[src/rtl/core/hav_pkg.sv]
`default_nettype none

package hav_pkg;

  // Fraction bits of the input angles.
  localparam int ANGLE_FRAC_BITS = 16;

  // Degrees to Q32 turns: round(2^40 / 360).
  localparam logic [31:0] DEG_TURN_K = 32'd3054198966;
  localparam logic [30:0] HALF_PI_Q30 = 31'd1686629713;
  localparam logic [30:0] ONE_Q30 = 31'h40000000;
  localparam logic [30:0] SEARCH_MSB = 31'h40000000;

  localparam logic [12:0] RADIUS_RESET = 13'd6371;
  localparam logic [22:0] DIST_MAX = 23'h7FFFFF;
  localparam logic [44:0] DIST_ROUND = 45'd1048576;

  // Register index of the radius, taken from the word address.
  localparam logic REG_RADIUS_IDX = 1'b0;

  // Series evaluation: terms after the first, and pipeline depth.
  localparam int TERMS = 10;
  localparam int TAYLOR_LAT = 3 * TERMS + 2;
  localparam int ROOT_STEPS = 31;
  localparam int SEARCH_STEPS = 31;

  // Divisors of the series terms and floor(2^31 / divisor).
  localparam logic [8:0] SIN_DIV [TERMS] = '{
    9'd6, 9'd20, 9'd42, 9'd72, 9'd110, 9'd156, 9'd210, 9'd272, 9'd342, 9'd420};
  localparam logic [30:0] SIN_RECIP [TERMS] = '{
    31'd357913941, 31'd107374182, 31'd51130563, 31'd29826161, 31'd19522578,
    31'd13765920, 31'd10226112, 31'd7895160, 31'd6279191, 31'd5113056};
  localparam logic [8:0] COS_DIV [TERMS] = '{
    9'd2, 9'd12, 9'd30, 9'd56, 9'd90, 9'd132, 9'd182, 9'd240, 9'd306, 9'd380};
  localparam logic [30:0] COS_RECIP [TERMS] = '{
    31'd1073741824, 31'd178956970, 31'd71582788, 31'd38347922, 31'd23860929,
    31'd16268815, 31'd11799360, 31'd8947848, 31'd7017920, 31'd5651272};

  typedef logic [30:0] q30_t;

  typedef struct packed {
    logic valid;
    logic missing;
  } tag_t;

  typedef struct packed {
    logic [61:0] rad;
    logic [31:0] rem;
    logic [30:0] root;
  } root_lane_t;

  typedef struct packed {
    tag_t       tag;
    root_lane_t u;
    root_lane_t v;
  } root_item_t;

  typedef struct packed {
    tag_t tag;
    q30_t theta;
    q30_t mask;
    q30_t u;
    q30_t v;
  } search_item_t;

endpackage

`default_nettype wire

[src/rtl/core/hav_root_cell.sv]
`default_nettype none

// One digit step of two integer square roots, two radicand bits per step.
module hav_root_cell (
  input  logic                clk,
  input  logic                rst,
  input  logic                en,
  input  hav_pkg::root_item_t d_in,
  output hav_pkg::root_item_t d_out
);

  function automatic hav_pkg::root_lane_t step(input hav_pkg::root_lane_t a);
    hav_pkg::root_lane_t b;
    logic [33:0]         rem2;
    logic [32:0]         trial;
    rem2  = {a.rem, a.rad[61:60]};
    trial = {a.root, 2'b01};
    b.rad = {a.rad[59:0], 2'b00};
    if (rem2 >= 34'(trial)) begin
      b.rem  = 32'(rem2 - 34'(trial));
      b.root = {a.root[29:0], 1'b1};
    end else begin
      b.rem  = 32'(rem2);
      b.root = {a.root[29:0], 1'b0};
    end
    return b;
  endfunction

  always_ff @(posedge clk) begin
    if (rst) begin
      d_out.tag.valid <= 1'b0;
    end else if (en) begin
      d_out.tag <= d_in.tag;
      d_out.u   <= step(d_in.u);
      d_out.v   <= step(d_in.v);
    end
  end

endmodule

`default_nettype wire

[config.mk]
export PLATFORM = sky130hd
export DESIGN_NAME = hav_root_cell
export DESIGN_NICKNAME = d
export VERILOG_FILES = /design/src/rtl/core/hav_pkg.sv /design/src/rtl/core/hav_root_cell.sv
export SDC_FILE = /design/constraint.sdc
export NUM_CORES = 1
export LEC_CHECK = 0
export BUFFER_PORTS_ARGS = -buffer_cell sky130_fd_sc_hd__clkbuf_2
export CORE_MARGIN = 5
export CORE_UTILIZATION = 30
export CTS_CLUSTER_SIZE = 28
export DETAILED_ROUTE_END_ITERATION = 10
export PLACE_DENSITY_LB_ADDON = 0.1
export SKIP_LAST_GASP = 1
export SLEW_MARGIN = 25
export SYNTH_ARGS = -nofsm -noshare
export SYNTH_HDL_FRONTEND = slang
export SYNTH_SLANG_ARGS = --single-unit
[constraint.sdc]
create_clock -name clk -period 21 [get_ports clk]
set_input_delay 3.15 -clock clk [delete_from_list [all_inputs] [get_ports clk]]
set_output_delay 3.15 -clock clk [all_outputs]
set_load 0.05 [all_outputs]
==> qor.log <==
qor: sta.fin_hold_ws 0.507 ns
qor: sta.slew_viol_final 0
qor: final_layout.most_frequent_standard_cell_in_the_layout_excluding_fill_and_tap_cells clkbuf_2
qor: final_layout.layout_common_cells 502 x clkbuf_2, 247 x edfxtp_1, 76 x inv_1, 66 x ha_1, 56 x a21oi_1
qor: route.highest-signal-layer met5
qor: cts.numCtsBuffers 29
qor: logic_synthesis.postSynth.asyncResetShare 0%
qor: setup_path.r2r_cells 2
qor: grt.grt_max_degree 75
qor: route.postRouteAntennaNets 0
qor: setup_path.cp.arrival 6.77 ns
qor: cts.number_of_hold_repair_buffers_added_at_the_cts_stage 0
qor: placement.dpl_worst_slack 13.85 ns
qor: sta.clock_skew 0 ns
qor: final_layout.layout-drive-gt1-share 40.5%
qor: power.p_switching 0.464 mW
qor: final_layout.finalInstanceArea 15800 µm²
qor: run_status.outcome complete, no violations
qor: logic_synthesis.ys_dominant_reg_cell edfxtp_1
qor: die.die-area 43400 µm²
qor: route.detailedRoute.firstPassIterationCount 5
qor: final_layout.reg.largest.list d_out x248
qor: hold_path.hp-class register to register
qor: power.p_comb_share 24.8%
qor: setup_path.critical_path_class primary input to register
qor: setup_path.critPathSlowestCell a41oi_4
qor: final_layout.final_core_util 40.6%
qor: sta.period_share 30.8%
qor: power.power.static_leakage 6.95 nW
qor: logic_synthesis.yosys_warnings 0
qor: sta.fin_crit 6.47 ns
qor: sta.grt_setup_unrepaired no
qor: run.timing.max_cap.violations 0
qor: logic_synthesis.ys_ff_latch 248
qor: sta.setup_total_neg_slack 0 ns
qor: power.netSwitchingFraction 32.2%
qor: placement.detailed_place_hpwl 30900 µm
qor: setup_path.start_kind primary input
qor: final_layout.largest_register_ffs 248
qor: route.routed-wl-met3 2560 µm
qor: grt.grt_pass1_vias 9062
qor: final_layout.diodes 0
qor: sta.final_hold_viol_count 0
qor: final_layout.layoutNonFillerInstCount 1939
qor: setup_path.worstSetupEndpointType register
qor: power.vdd_drop_max 54.6 µV
qor: cts.cts.root.buffer_cell clkbuf_16
qor: route.wl_met1 15100 µm
qor: logic_synthesis.syn_avg_cell_area 13.4 µm²
qor: route.post_detailed_routing_wire_length 38300 µm
qor: placement.placed_cell_area 14900 µm²
qor: sta.max_slew_margin 32.6%
qor: placement.placed_cells 1887
qor: final_layout.layout-area-overhead-vs-synth 33.7%
qor: cts.cts_post_setup_buffers_inserted 0
qor: cts.max-clock-path-buffers 3
qor: die.dieWidth 208 µm
qor: power.totalPowerFinal 1.44 mW
qor: logic_synthesis.synth.lib_cells_used.distinct 58
qor: final_layout.final_net_count 1721
qor: logic_synthesis.mappedNetlistArea 11800 µm²
qor: die.die_y 208 µm
qor: grt.grt_first_pass_wirelength 56300 µm
qor: power.p_clk_share 33.2%
qor: die.core 38800 µm²
qor: sta.report.final.setup_viol 0
qor: route.post-route-drc-count 0
qor: grt.grt_overflow_total 0
qor: power.power.internal 0.977 mW
qor: grt.antenna_found_initial 1
qor: setup_path.worstPathCellList clkbuf_2 -> inv_1 -> ha_1 -> o21ai_1 -> a21oi_1 -> o41a_1 -> a221oi_2 -> nor3_2 -> o31ai_4 -> o31ai_2 -> a41oi_4 -> buf_4 -> mux2_1
qor: final_layout.layout.filler_cells 3851
qor: logic_synthesis.synth-simple-area-share 6.63%
qor: cts.insertion_delay 0.55 ns
qor: hold_path.worstHoldPathCells 2
qor: die.ios 507
qor: sta.timing_worst_slew_pin_value 1.01 ns
qor: logic_synthesis.post_synth_mux_area_share 4.64%
qor: sta.setup_slack 14.53 ns
qor: final_layout.top_register d_out
qor: power.pwr-share-seq 42.0%
qor: setup_path.critical_path_required 21.31 ns
qor: placement.place_congestion 0.819
qor: logic_synthesis.post_synth_xor_area_fraction 4.16%
qor: route.post_drt_via_cell_ratio 4.59
qor: route.starting_drt_drc_count 411
qor: logic_synthesis.synth_enable_flop_cells 247
qor: logic_synthesis.synthAdderAreaFrac 7.00%
qor: setup_path.worst-path-max-fanout 19
qor: die.starting_density 30.4%
qor: logic_synthesis.synth_compound_gate_area_share 11.0%
qor: cts.clkSinkCount 248
qor: power.power_per_cell_area 91.3 nW/µm²
qor: sta.max_freq 0.155 GHz
qor: cts.cts_resized 0
qor: cts.worst_setup_hold_path_clk_slew 0.06 ns
qor: setup_path.critical_path.max_stage_delay 0.59 ns
qor: logic_synthesis.synth-seq-area-share 63.0%
qor: logic_synthesis.syn_inst 883
qor: cts.tritoncts built
qor: route.routedWlPerCell 19.8 µm
qor: route.wl_met2 19800 µm
qor: die.rows 72
qor: route.vias 8891
qor: cts.cts.htree.levels 1
qor: placement.port_buffers 502
qor: logic_synthesis.dominant_combinational_cell_family_by_area_after_synthesis compound AO/OA/AOI/OAI gates
qor: grt.grt_usage 16.7%
-- worst max-delay path: cells and delay by family --
family	cells	cell delay (ns)
buffers and inverters	3	0.56
AND/OR/NAND/NOR	1	0.12
AO/OA/AOI/OAI	7	2.21
multiplexers	1	0.37
adder cells (fa/ha/maj)	1	0.34
-- worst paths after layout --
| check | startpoint | endpoint | slack [ns] |
|---|---|---|---|
| min reg2reg | d_out[251]$_SDFFE_PP0P_ | d_out[251]$_SDFFE_PP0P_ | 0.51 |
| min | d_out[251]$_SDFFE_PP0P_ | d_out[251]$_SDFFE_PP0P_ | 0.51 |
| max | d_in[1] | d_out[55]$_DFFE_PP_ | 14.53 |
| max reg2reg | d_out[251]$_SDFFE_PP0P_ | d_out[251]$_SDFFE_PP0P_ | 20.42 |
-- cells in the mapped netlist (all sizes together) (2+ instances only) --
| master | count | area [µm²] |
|---|---|---|
| o31ai | 8 | 78.8 |
| a21o | 26 | 195 |
| a211oi | 11 | 82.6 |
| or3 | 4 | 25.0 |
| a22oi | 2 | 15.0 |
| mux2 | 46 | 518 |
| and4 | 2 | 17.5 |
| nand2 | 55 | 206 |
| xor2 | 18 | 158 |
| xnor2 | 38 | 333 |
| nor2 | 38 | 143 |
| nor4 | 3 | 18.8 |
| or2 | 2 | 12.5 |
| a211o | 3 | 26.3 |
| o211ai | 4 | 30.0 |
| o22ai | 3 | 18.8 |
| o31a | 2 | 17.5 |
| nor3 | 14 | 75.1 |
| a21oi | 56 | 280 |
| edfxtp | 247 | 7420 |
| nor2b | 8 | 50.1 |
| o21bai | 4 | 30.0 |
| o21a | 14 | 105 |
| nand2b | 7 | 43.8 |
| ha | 66 | 826 |
| mux2i | 3 | 30.0 |
| o21ai | 45 | 229 |
| a31oi | 5 | 31.3 |
| nand4 | 9 | 56.3 |
| and2 | 5 | 31.3 |
| buf | 7 | 63.8 |
| a41oi | 3 | 45.1 |
| and3 | 5 | 31.3 |
| clkbuf | 18 | 67.6 |
| inv | 76 | 285 |
| nand3 | 11 | 55.1 |
| o41a | 2 | 22.5 |
| a221oi | 2 | 23.8 |
-- area by class of cell --
type	count	area, µm²	area share [%]
tap	518	648	4.11
multi-input combinational	537	3970	25.1
sequential	248	7440	47.1
clock buffer	38	759	4.81
timing repair buffer	508	2560	16.2
inverter	76	285	1.81
clock inverter	14	126	0.801
-- layer usage --
layer,vias up,global-route usage (%)
met3,53,4.55
li1,4321,-
met4,2,3.35
met5,-,0
met2,290,30.4
met1,4225,19.8
-- logic make-up (layout without fill, tap and decap cells) --
group / count (synthesis) / count (layout)
flip-flops: 248 / 248
AO/OA/AOI/OAI: 197 / 197
AND/OR/NAND/NOR: 165 / 165
buffers and inverters: 101 / 636
adder cells (fa/ha/maj): 66 / 66
XOR/XNOR: 56 / 56
multiplexers: 49 / 49
other: 1 / 4
-- power groups by stage --
| stage | registers (mW) | logic (mW) | clock network (mW) |
|---|---|---|---|
| final | 0.605 | 0.357 | 0.478 |
| after global routing | 0.608 | 0.383 | 0.517 |
| after CTS | 0.606 | 0.362 | 0.497 |
| after detailed placement | 0.615 | 0.361 | 0 |
| after global placement | 0.615 | 0.360 | 0 |
| after floorplan | 0.756 | 0.126 | 0 |
Power figures use the tool's default switching activity.
